### src/rtl/cspq_pkg.sv
// shared types and constants of the sorted candidate priority queue
// no dependencies; used by every other file of the block
package cspq_pkg;

    localparam int QUEUE_DEPTH_DEF = 16;
    localparam int ID_W            = 32;
    localparam int DIST_W          = 32;
    localparam int COUNT_W         = 5;

    typedef enum logic [1:0] {
        OP_PUSH  = 2'd0,
        OP_POP   = 2'd1,
        OP_FIND  = 2'd2,
        OP_CLEAR = 2'd3
    } t_op;

    typedef enum logic [1:0] {
        STAT_OK        = 2'd0,
        STAT_EMPTY     = 2'd1,
        STAT_FULL      = 2'd2,
        STAT_NOT_FOUND = 2'd3
    } t_status;

    typedef struct packed {
        logic [ID_W-1:0]   id;
        logic [DIST_W-1:0] distance;
        logic              kind;
    } t_entry;

    typedef struct packed {
        logic ahead;
        logic id_eq;
    } t_cmp;

    typedef enum logic [3:0] {
        S_IDLE,
        S_PUSH_RD,
        S_PUSH_EV,
        S_PUSH_WR,
        S_FIND_RD,
        S_FIND_EV,
        S_SHIFT_RD,
        S_SHIFT_EV,
        S_HEAD_RD,
        S_HEAD_EV,
        S_DONE
    } t_state;

    typedef struct packed {
        t_status             status;
        t_entry              res;
        logic                head_valid;
        t_entry              head;
        logic [COUNT_W-1:0]  count;
    } t_result;

endpackage

### src/rtl/cspq_mem.sv
// entry store: one write port, one read port with registered read data
// depends on cspq_pkg
module cspq_mem #(
    parameter int QUEUE_DEPTH = cspq_pkg::QUEUE_DEPTH_DEF
) (
    input  logic                           i_clk,
    input  logic                           i_wr_en,
    input  logic [$clog2(QUEUE_DEPTH)-1:0] i_wr_addr,
    input  cspq_pkg::t_entry               i_wr_data,
    input  logic                           i_rd_en,
    input  logic [$clog2(QUEUE_DEPTH)-1:0] i_rd_addr,
    output cspq_pkg::t_entry               o_rd_data
);

    cspq_pkg::t_entry r_mem [QUEUE_DEPTH];
    cspq_pkg::t_entry r_rd_data;

    always_ff @(posedge i_clk) begin
        if (i_wr_en) begin
            r_mem[i_wr_addr] <= i_wr_data;
        end
        if (i_rd_en) begin
            r_rd_data <= r_mem[i_rd_addr];
        end
    end

    assign o_rd_data = r_rd_data;

endmodule

### src/rtl/cspq_cmp.sv
// shared compare unit: rank order and id match of two entries
// depends on cspq_pkg
module cspq_cmp (
    input  cspq_pkg::t_entry i_a,
    input  cspq_pkg::t_entry i_b,
    output cspq_pkg::t_cmp   o_cmp
);

    logic w_dist_lt;
    logic w_dist_eq;

    assign w_dist_lt = i_a.distance < i_b.distance;
    assign w_dist_eq = i_a.distance == i_b.distance;

    // network ranks before router on equal distance
    assign o_cmp.ahead = w_dist_lt || (w_dist_eq && i_a.kind && !i_b.kind);
    assign o_cmp.id_eq = i_a.id == i_b.id;

endmodule

### src/rtl/cspq_seq.sv
// sequencer: walks the entry store one slot at a time through the compare unit
// depends on cspq_pkg, cspq_mem, cspq_cmp
module cspq_seq #(
    parameter int QUEUE_DEPTH = cspq_pkg::QUEUE_DEPTH_DEF
) (
    input  logic                i_clk,
    input  logic                i_rst_n,
    input  logic                i_start,
    input  cspq_pkg::t_op       i_op,
    input  cspq_pkg::t_entry    i_item,
    input  logic                i_out_free,
    output logic                o_busy,
    output logic                o_done,
    output cspq_pkg::t_result   o_result
);

    localparam int IDX_W = $clog2(QUEUE_DEPTH);
    localparam int CNT_W = $clog2(QUEUE_DEPTH + 1);

    cspq_pkg::t_state  r_state, n_state;
    cspq_pkg::t_op     r_op, n_op;
    cspq_pkg::t_entry  r_item, n_item;
    cspq_pkg::t_entry  r_res, n_res;
    cspq_pkg::t_entry  r_head, n_head;
    cspq_pkg::t_status r_status, n_status;
    logic              r_head_valid, n_head_valid;
    logic [CNT_W-1:0]  r_count, n_count;
    logic [IDX_W-1:0]  r_idx, n_idx;
    logic [IDX_W-1:0]  r_pos, n_pos;

    logic              w_wr_en;
    logic [IDX_W-1:0]  w_wr_addr;
    cspq_pkg::t_entry  w_wr_data;
    logic              w_rd_en;
    logic [IDX_W-1:0]  w_rd_addr;
    cspq_pkg::t_entry  w_rd_data;
    cspq_pkg::t_cmp    w_cmp;
    logic [IDX_W-1:0]  w_last;

    cspq_mem #(
        .QUEUE_DEPTH(QUEUE_DEPTH)
    ) u_mem (
        .i_clk    (i_clk),
        .i_wr_en  (w_wr_en),
        .i_wr_addr(w_wr_addr),
        .i_wr_data(w_wr_data),
        .i_rd_en  (w_rd_en),
        .i_rd_addr(w_rd_addr),
        .o_rd_data(w_rd_data)
    );

    cspq_cmp u_cmp (
        .i_a  (r_item),
        .i_b  (w_rd_data),
        .o_cmp(w_cmp)
    );

    // index of the last held entry
    assign w_last = IDX_W'(r_count - CNT_W'(1));

    always_ff @(posedge i_clk) begin
        if (!i_rst_n) begin
            r_state      <= cspq_pkg::S_IDLE;
            r_count      <= '0;
            r_head_valid <= 1'b0;
        end else begin
            r_state      <= n_state;
            r_count      <= n_count;
            r_head_valid <= n_head_valid;
        end
        r_op     <= n_op;
        r_item   <= n_item;
        r_res    <= n_res;
        r_head   <= n_head;
        r_status <= n_status;
        r_idx    <= n_idx;
        r_pos    <= n_pos;
    end

    always_comb begin
        n_state      = r_state;
        n_op         = r_op;
        n_item       = r_item;
        n_res        = r_res;
        n_head       = r_head;
        n_status     = r_status;
        n_head_valid = r_head_valid;
        n_count      = r_count;
        n_idx        = r_idx;
        n_pos        = r_pos;
        w_wr_en      = 1'b0;
        w_wr_addr    = r_idx;
        w_wr_data    = w_rd_data;
        w_rd_en      = 1'b0;
        w_rd_addr    = r_idx;
        o_done       = 1'b0;

        unique case (r_state)
            cspq_pkg::S_IDLE: begin
                if (i_start) begin
                    n_op     = i_op;
                    n_item   = i_item;
                    n_res    = '0;
                    n_status = cspq_pkg::STAT_OK;
                    unique case (i_op)
                        cspq_pkg::OP_PUSH: begin
                            if (r_count == CNT_W'(QUEUE_DEPTH)) begin
                                n_status = cspq_pkg::STAT_FULL;
                                n_state  = cspq_pkg::S_DONE;
                            end else if (r_count == '0) begin
                                n_pos   = '0;
                                n_state = cspq_pkg::S_PUSH_WR;
                            end else begin
                                // scan from the tail toward the head
                                n_idx   = w_last;
                                n_state = cspq_pkg::S_PUSH_RD;
                            end
                        end
                        cspq_pkg::OP_POP: begin
                            if (r_count == '0) begin
                                n_status = cspq_pkg::STAT_EMPTY;
                                n_state  = cspq_pkg::S_DONE;
                            end else if (r_count == CNT_W'(1)) begin
                                n_res   = r_head;
                                n_count = '0;
                                n_state = cspq_pkg::S_HEAD_RD;
                            end else begin
                                n_res   = r_head;
                                n_idx   = IDX_W'(1);
                                n_state = cspq_pkg::S_SHIFT_RD;
                            end
                        end
                        cspq_pkg::OP_FIND: begin
                            if (r_count == '0) begin
                                n_status = cspq_pkg::STAT_NOT_FOUND;
                                n_state  = cspq_pkg::S_DONE;
                            end else begin
                                n_idx   = '0;
                                n_state = cspq_pkg::S_FIND_RD;
                            end
                        end
                        cspq_pkg::OP_CLEAR: begin
                            n_count      = '0;
                            n_head_valid = 1'b0;
                            n_state      = cspq_pkg::S_DONE;
                        end
                        default: begin
                            n_state = cspq_pkg::S_DONE;
                        end
                    endcase
                end
            end
            cspq_pkg::S_PUSH_RD: begin
                w_rd_en = 1'b1;
                n_state = cspq_pkg::S_PUSH_EV;
            end
            cspq_pkg::S_PUSH_EV: begin
                if (w_cmp.ahead) begin
                    // entry ranks after the new one: move it one slot back
                    w_wr_en   = 1'b1;
                    w_wr_addr = r_idx + IDX_W'(1);
                    w_wr_data = w_rd_data;
                    if (r_idx == '0) begin
                        n_pos   = '0;
                        n_state = cspq_pkg::S_PUSH_WR;
                    end else begin
                        n_idx   = r_idx - IDX_W'(1);
                        n_state = cspq_pkg::S_PUSH_RD;
                    end
                end else begin
                    n_pos   = r_idx + IDX_W'(1);
                    n_state = cspq_pkg::S_PUSH_WR;
                end
            end
            cspq_pkg::S_PUSH_WR: begin
                w_wr_en   = 1'b1;
                w_wr_addr = r_pos;
                w_wr_data = r_item;
                n_count   = r_count + CNT_W'(1);
                n_state   = cspq_pkg::S_HEAD_RD;
            end
            cspq_pkg::S_FIND_RD: begin
                w_rd_en = 1'b1;
                n_state = cspq_pkg::S_FIND_EV;
            end
            cspq_pkg::S_FIND_EV: begin
                if (w_cmp.id_eq) begin
                    n_res    = w_rd_data;
                    n_status = cspq_pkg::STAT_OK;
                    n_state  = cspq_pkg::S_DONE;
                end else if (r_idx == w_last) begin
                    n_status = cspq_pkg::STAT_NOT_FOUND;
                    n_state  = cspq_pkg::S_DONE;
                end else begin
                    n_idx   = r_idx + IDX_W'(1);
                    n_state = cspq_pkg::S_FIND_RD;
                end
            end
            cspq_pkg::S_SHIFT_RD: begin
                w_rd_en = 1'b1;
                n_state = cspq_pkg::S_SHIFT_EV;
            end
            cspq_pkg::S_SHIFT_EV: begin
                w_wr_en   = 1'b1;
                w_wr_addr = r_idx - IDX_W'(1);
                w_wr_data = w_rd_data;
                if (r_idx == w_last) begin
                    n_count = r_count - CNT_W'(1);
                    n_state = cspq_pkg::S_HEAD_RD;
                end else begin
                    n_idx   = r_idx + IDX_W'(1);
                    n_state = cspq_pkg::S_SHIFT_RD;
                end
            end
            cspq_pkg::S_HEAD_RD: begin
                if (r_count == '0) begin
                    n_head_valid = 1'b0;
                    n_state      = cspq_pkg::S_DONE;
                end else begin
                    w_rd_en   = 1'b1;
                    w_rd_addr = '0;
                    n_state   = cspq_pkg::S_HEAD_EV;
                end
            end
            cspq_pkg::S_HEAD_EV: begin
                n_head       = w_rd_data;
                n_head_valid = 1'b1;
                n_state      = cspq_pkg::S_DONE;
            end
            cspq_pkg::S_DONE: begin
                if (i_out_free) begin
                    o_done  = 1'b1;
                    n_state = cspq_pkg::S_IDLE;
                end
            end
            default: begin
                n_state = cspq_pkg::S_IDLE;
            end
        endcase
    end

    assign o_busy = r_state != cspq_pkg::S_IDLE;

    always_comb begin
        o_result.status     = r_status;
        o_result.res        = r_res;
        o_result.head_valid = r_head_valid;
        o_result.head       = r_head_valid ? r_head : '0;
        o_result.count      = cspq_pkg::COUNT_W'(r_count);
    end

endmodule

### src/rtl/sorted_candidate_priority_queue_top.sv
// Sorted candidate priority queue. Holds up to QUEUE_DEPTH shortest-path
// candidates (vertex id, distance, kind) in a single-port-per-side entry
// memory, kept sorted by distance ascending with network entries ahead of
// router entries at equal distance; equal keys leave first in, first out.
// Operations are push, pop, find by id and clear; each beat in gives exactly
// one beat out carrying a status, the popped or found entry, the head after
// the operation and the entry count (low 5 bits). One operation is worked at
// a time by a small sequencer that walks the memory one slot at a time
// (read, then compare or move) through one shared compare unit, so the cost
// follows the number of slots visited. The input opens again as the result
// is loaded, later if the result has to wait for the output register to
// drain. A finished result waits in the output register while the next
// beat is accepted; the block stalls its input while an operation is in
// flight. No clearing pass is needed after reset: only slots below the count
// are ever read.
// depends on cspq_pkg, cspq_seq
module sorted_candidate_priority_queue_top #(
    parameter int QUEUE_DEPTH = cspq_pkg::QUEUE_DEPTH_DEF
) (
    input  logic                         i_clk,
    input  logic                         i_rst_n,
    // operation channel
    input  logic                         i_valid,
    output logic                         o_stall,
    input  logic [1:0]                   i_operation,
    input  logic [cspq_pkg::ID_W-1:0]    i_vertex_id,
    input  logic [cspq_pkg::DIST_W-1:0]  i_distance,
    input  logic                         i_vertex_type,
    // result channel
    output logic                         o_valid,
    input  logic                         i_stall,
    output logic [1:0]                   o_status,
    output logic [cspq_pkg::ID_W-1:0]    o_result_id,
    output logic [cspq_pkg::DIST_W-1:0]  o_result_distance,
    output logic                         o_result_type,
    output logic                         o_head_valid,
    output logic [cspq_pkg::ID_W-1:0]    o_head_id,
    output logic [cspq_pkg::DIST_W-1:0]  o_head_distance,
    output logic                         o_head_type,
    output logic [cspq_pkg::COUNT_W-1:0] o_entry_count
);

    logic              w_busy;
    logic              w_start;
    logic              w_done;
    logic              w_out_free;
    cspq_pkg::t_entry  w_item;
    cspq_pkg::t_result w_result;

    // output register
    logic              r_out_valid;
    cspq_pkg::t_result r_out;

    // a beat is taken only while the sequencer is idle
    assign o_stall = w_busy;
    assign w_start = i_valid && !w_busy;

    assign w_item.id       = i_vertex_id;
    assign w_item.distance = i_distance;
    assign w_item.kind     = i_vertex_type;

    // the sequencer may hand over a result once the output register drains
    assign w_out_free = !r_out_valid || !i_stall;

    cspq_seq #(
        .QUEUE_DEPTH(QUEUE_DEPTH)
    ) u_seq (
        .i_clk     (i_clk),
        .i_rst_n   (i_rst_n),
        .i_start   (w_start),
        .i_op      (cspq_pkg::t_op'(i_operation)),
        .i_item    (w_item),
        .i_out_free(w_out_free),
        .o_busy    (w_busy),
        .o_done    (w_done),
        .o_result  (w_result)
    );

    always_ff @(posedge i_clk) begin
        if (!i_rst_n) begin
            r_out_valid <= 1'b0;
        end else if (w_done) begin
            r_out_valid <= 1'b1;
        end else if (!i_stall) begin
            r_out_valid <= 1'b0;
        end
        if (w_done) begin
            r_out <= w_result;
        end
    end

    assign o_valid           = r_out_valid;
    assign o_status          = r_out.status;
    assign o_result_id       = r_out.res.id;
    assign o_result_distance = r_out.res.distance;
    assign o_result_type     = r_out.res.kind;
    assign o_head_valid      = r_out.head_valid;
    assign o_head_id         = r_out.head.id;
    assign o_head_distance   = r_out.head.distance;
    assign o_head_type       = r_out.head.kind;
    assign o_entry_count     = r_out.count;

endmodule

### config.mk
export PLATFORM = sky130hd
export DESIGN_NAME = sorted_candidate_priority_queue_top
export DESIGN_NICKNAME = d
export VERILOG_FILES = /design/src/rtl/cspq_pkg.sv /design/src/rtl/cspq_mem.sv /design/src/rtl/cspq_cmp.sv /design/src/rtl/cspq_seq.sv /design/src/rtl/sorted_candidate_priority_queue_top.sv
export SDC_FILE = /design/constraint.sdc
export NUM_CORES = 2
export LEC_CHECK = 0
export BUFFER_PORTS_ARGS = -buffer_cell sky130_fd_sc_hd__buf_2
export CAP_MARGIN = 30
export CELL_PAD_IN_SITES_DETAIL_PLACEMENT = 1
export CELL_PAD_IN_SITES_GLOBAL_PLACEMENT = 2
export CORE_ASPECT_RATIO = 1.1
export CORE_MARGIN = 2
export CORE_UTILIZATION = 49
export DETAILED_ROUTE_END_ITERATION = 16
export PLACE_DENSITY_LB_ADDON = 0.1
export SLEW_MARGIN = 20
export SYNTH_ARGS = -nofsm -noshare
export SYNTH_HDL_FRONTEND = slang
export SYNTH_HIERARCHICAL = 1
export SYNTH_SLANG_ARGS = --single-unit
### constraint.sdc
create_clock -name i_clk -period 9.29 [get_ports i_clk]
set_clock_uncertainty 0.2 [all_clocks]
set_input_delay 1.858 -clock i_clk [delete_from_list [all_inputs] [get_ports i_clk]]
set_output_delay 1.858 -clock i_clk [all_outputs]
set_load 0.01 [all_outputs]
Yosys cells after proc, flatten, opt, wreduce, memory -nomap -nowiden:

Memory sizes are Yosys's and may differ from the RTL's. A register that Yosys moved wholly into a read port is not among the register bits.
Index checks and enable logic that the tools add are counted.

* equal/unequal tests: 40
* add/subtract/negate cells: 4
* mux-type cells: 71
* shift operators: 0
* order comparisons: 1
* reduce and logical (&&, ||, !) cells: 29
* bitwise gates (word level): 0
* multipliers: 0
* divide/modulo/power cells: 0

Operator list (count)
* 65-bit 2-to-1 mux: 5
* 65-bit case mux with 2 select lines: 1
* 4-bit 2-to-1 mux: 27
* 32-bit == test: 2
* 4-bit case mux with 11 select lines: 1
* 32-bit < comparator: 1
* 4-bit case mux with 4 select lines: 2
* 4-bit case mux with 3 select lines: 2
* 5-bit 2-to-1 mux: 4
* 2-bit 2-to-1 mux: 9
* 4-bit by 3-bit == test with 1-bit output (second input constant): 4
* 3-bit != test (second input constant): 5
* 5-bit case mux with 3 select lines: 1
* 2-bit != test (second input constant): 7
* 4-bit == test (second input constant): 3
* 1-bit 2-to-1 mux: 12
* 2-bit by 1-bit != test with 1-bit output (second input constant): 6
* 6-bit AND reduction: 2
* 5-bit case mux with 2 select lines: 1
* 10-bit AND reduction: 1
* 3-bit by 2-bit != test with 1-bit output (second input constant): 3
* 4-bit by 2-bit == test with 1-bit output (second input constant): 2
* 4-bit zero test: 2
* 4-bit case mux with 2 select lines: 1
* other kinds (28): 41

* bits in writable memories: 1040
* word-level logic and storage cells: 171
* bits in latches: 0
* output and inout bits: 140
* memories kept: 1
* input port bits: 71
* register bits after elaboration: 354
* ROM bits: 0

Memories
* u_seq.u_mem.r_mem: depth 16, width 65, read ports 1, clocked after Yosys merged registers in 1, write ports 1, RTL line cspq_mem.sv:15 `cspq_pkg::t_entry r_mem [QUEUE_DEPTH];`

Logic depth before layout (Yosys ltp):

* depth in word-level cells: 8
* gate-level depth with buffers: 15
* mapped depth without buffers: 14

Cells and area by module:

The synthesis kept the hierarchy.

Modules (own cells, without submodules)
* cspq_mem: sequential area each 33181.8 um^2, cells each 1673, times used 1, area each 40894.2 um^2
* cspq_seq: sequential area each 6356.1 um^2, cells each 692, times used 1, area each 9867.0 um^2
* sorted_candidate_priority_queue_top: sequential area each 4164.0 um^2, cells each 143, times used 1, area each 4185.3 um^2
* cspq_cmp: sequential area each 0.0 um^2, cells each 159, times used 1, area each 1168.6 um^2

Least setup slack after synthesis:

Ideal clock, no wire load.

* kind: register to register
* from: register u_seq/u_mem/o_rd_data[23] (netlist name)
* to: memory u_seq/u_mem/r_mem[0][0] in the netlist's numbering (enable)
* required time: 8522 ps
* clock period less this slack: 8271 ps
* data arrival time: 7503 ps
* stages on the path, launching flop included: 16
* slack: 1019 ps
* setup time: 568 ps
* path buffers: 1
* path through: edfxtp_1 > inv_1 > ha_1 > nand4_2 > nor4_2 > nand2_1 > or4_1 > o41ai_1 > clkbuf_1 > inv_1 > a21boi_0 > nand2_1 > a21oi_1 > o21ai_0 > or3b_1 > nor3_1

RTL lines (RTL line)
* to (decl): cspq_mem.sv:15

==> results.toml <==
[die]
dieArea_um2 = 117000
rows = 130
fp.dieW_um = 327
fp.coreArea_um2 = 114000
pin_count = 211
dieHeight_um = 359
start_util_pct = 49.3

[setup_path]
startpoint = "u_seq/u_mem/o_rd_data[30]$_DFFE_PP_"
cp-end-kind = "register"
rr_startpoint = "u_seq/u_mem/o_rd_data[30]$_DFFE_PP_"
startpoint_type = "register"
path_max_fanout = 45
path_class = "reg2reg"
cp_data_required_time_ps = 9470
crit_arrival_ps = 6490

[timing]
min_period_ps = 6320
rsz0062_at_grt = "false"
fin_crit_sh_pct = 68.0
slew-limit-headroom_pct = 20.0
fin_setup_tns_ps = 0
finalMaxSlewViolations = 0
max_freq_mhz = 158
finalHoldViolations = 0
setup_viol = 0
tightest_slew_ps = 1200

[placement]
gp_congestion = 0.780
placed_area_um2 = 59100
port_buffers = 210
hpwl_um = 83700

[clocking]
cts-htree-levels = 4
numCtsBuffers = 146
cts_resized = 0
clk_pin_slew_ps = 60
clock-root-buffer = "clkbuf_16"
cts_setup_buffers = 0
clock_latency_ps = 760
cts.sinks = 1459
cts_tree = "yes"
clockBufferDepth = 3
ctsHoldBuffers = 0

[logic_synthesis]
synth_top_cell_area_share_pct = 77.5
synth_cells = 2667
synth_top_family_by_area = "multiplexers"
synth_mux_area_share_pct = 11.8
ys_ff_latch = 1459
synth_adder_area_share_pct = 0.936
synthFlopType = "edfxtp_1"
synth_most_common_cell = "edfxtp_1"
synth_cell_types = 84
synth_xor_xnor_area_share_pct = 0.656
synth_top_area_cell = "edfxtp_1"
synthTopCellsByArea = "edfxtp_1 (77%), mux4_2 (10%), a22oi_1 (1.7%)"
avgSynthCellArea_um2 = 21.0
async_flop_share_pct = 0
synthSimpleGateAreaFrac_pct = 3.04
synth.top_cells.by_count = "edfxtp_1 (1,448), mux4_2 (260), a22oi_1 (130), nand2_1 (110), and2_1 (71)"
ys_seq_area_share_pct = 77.9
synth_edf_count = 1448
syn-num-nets = 2780
synth_compound_area_share_pct = 4.02
netlist_area_um2 = 56100
yosysWarnings = 6

[layout]
fillers = 9784
multi_input_area_um2 = 11700
nNetsFinal = 3057
syn2layout_area_growth_pct = 14.0
seq_area_um2 = 43700
final_cell_area_um2 = 64000
drive_gt1_share_pct = 27.6

[grt]
antenna_found_initial = 1
grt_use_total_pct = 24.6
grt_max_degree = 161
grt_pass1_vias = 29485
grt_pass1_wl_um = 209000
grt_overflow_total = 0

[worst_hold_path]
hp-class = "reg2reg"
worst_hold_startpoint = "u_seq/o_result[117]$_DFFE_PP_"

[power]
p_per_area_nw_per_um2 = 295
leakagePower_nw = 21.0
ir_worst_vdd_uv = 270

[drt]
routed_via_density = 6.03
first_pass_iters = 7
wire_per_inst_um = 31.1
drt_wl_total_um = 142000
ant_nets = 0
route.vias.total = 27616
drt_iter0_drc = 2717
drc = 0

[run_status]
status = "complete, no violations"

[run]
maxCapViolCount = 0
-- final timing paths --
check,slack [ps],end,depth (start not counted)
hold reg to reg,220,o_result_id[13]$_DFFE_PP_,0
hold / removal,220,o_result_id[13]$_DFFE_PP_,0
setup / recovery,2970,u_seq/u_mem/r_mem[1][51]$_DFFE_PP_,15
setup reg to reg,2970,u_seq/u_mem/r_mem[1][51]$_DFFE_PP_,15
-- worst max-delay path, stage by stage (launching register included) --
cell and delay [ps]:
edfxtp_1 410, inv_1 60, ha_1 300, nand4_1 390, nor4_1 390, nand2_1 130, or4_1 610, o41ai_1 110
buf_4 240, inv_1 70, a21boi_0 240, o21ai_0 120, a21oi_1 600, nand2b_1 430, nor2_4 780, buf_4 800
-- report_power, final --
part,internal (mW),switching [mW],leakage [nW]
Combinational,1.62,2.71,5.37
Sequential,8.30,0.314,13.2
Clock,3.47,2.46,2.36
-- metrics by stage --
step           setup WS (ps)  util, %  power, mW  hold WS, ps  cells
2_1_floorplan           1020        -       11.6          200   2667
3_3_place_gp            2990     51.8       13.0          201   4307
3_5_place_dp            2930     51.9       13.1          206   4312
4_1_cts                 2890     56.1       19.1          215   4577
5_1_grt                 2530     56.2       19.6          225   4579
6_report                2970     56.2       18.9          215   4580
-- flip-flops by register name, summed over array words and instances (netlist names), 5 cells and up --
name	cells
u_seq/r_head	65
o_entry_count	5
u_seq/o_result	65
u_seq/u_mem/o_rd_data	65
o_result_distance	32
u_seq/u_mem/r_mem	1040
u_seq/r_item	65
u_seq/r_count	5
o_head_distance	32
o_result_id	32
o_head_id	32
-- placed cells by master, fill, tap and decap left out, types with 36 or more instances in the layout --
master        n
mux4_2      260
xor2_1       36
inv_1        42
buf_4        43
edfxtp_1   1448
nand2_1     109
ha_1         42
clkinv_2     36
a22oi_1     130
buf_2       210
mux2_2       48
clkbuf_16   151
and2_1       68
a22o_1       67
-- cell type report --
type | count | share of cell area (%)
clock buffer | 174 | 6.04
tap | 1518 | 2.97
antenna | 1 | 0.00391
timing repair buffer | 267 | 2.66
multi-input combinational | 1026 | 18.3
inverter | 44 | 0.260
clock inverter | 91 | 1.44
sequential | 1459 | 68.3
-- layer usage --
layer	wire [µm]	track usage (%)
met1	60400	34.5
met2	72200	41.1
met3	6990	3.50
met4	2670	5.95
met5	0	0
-- cells by family (layout without fill, tap and decap cells) --
family | after synthesis | count (layout)
flops | 1459 | 1459
simple gates | 311 | 311
buf+inv | 182 | 576
xor+xnor | 42 | 42
mux | 331 | 331
other cells | 0 | 1
fa+ha+maj | 42 | 42
compound gates | 300 | 300
No activity file was read; power rests on OpenSTA's default activity.
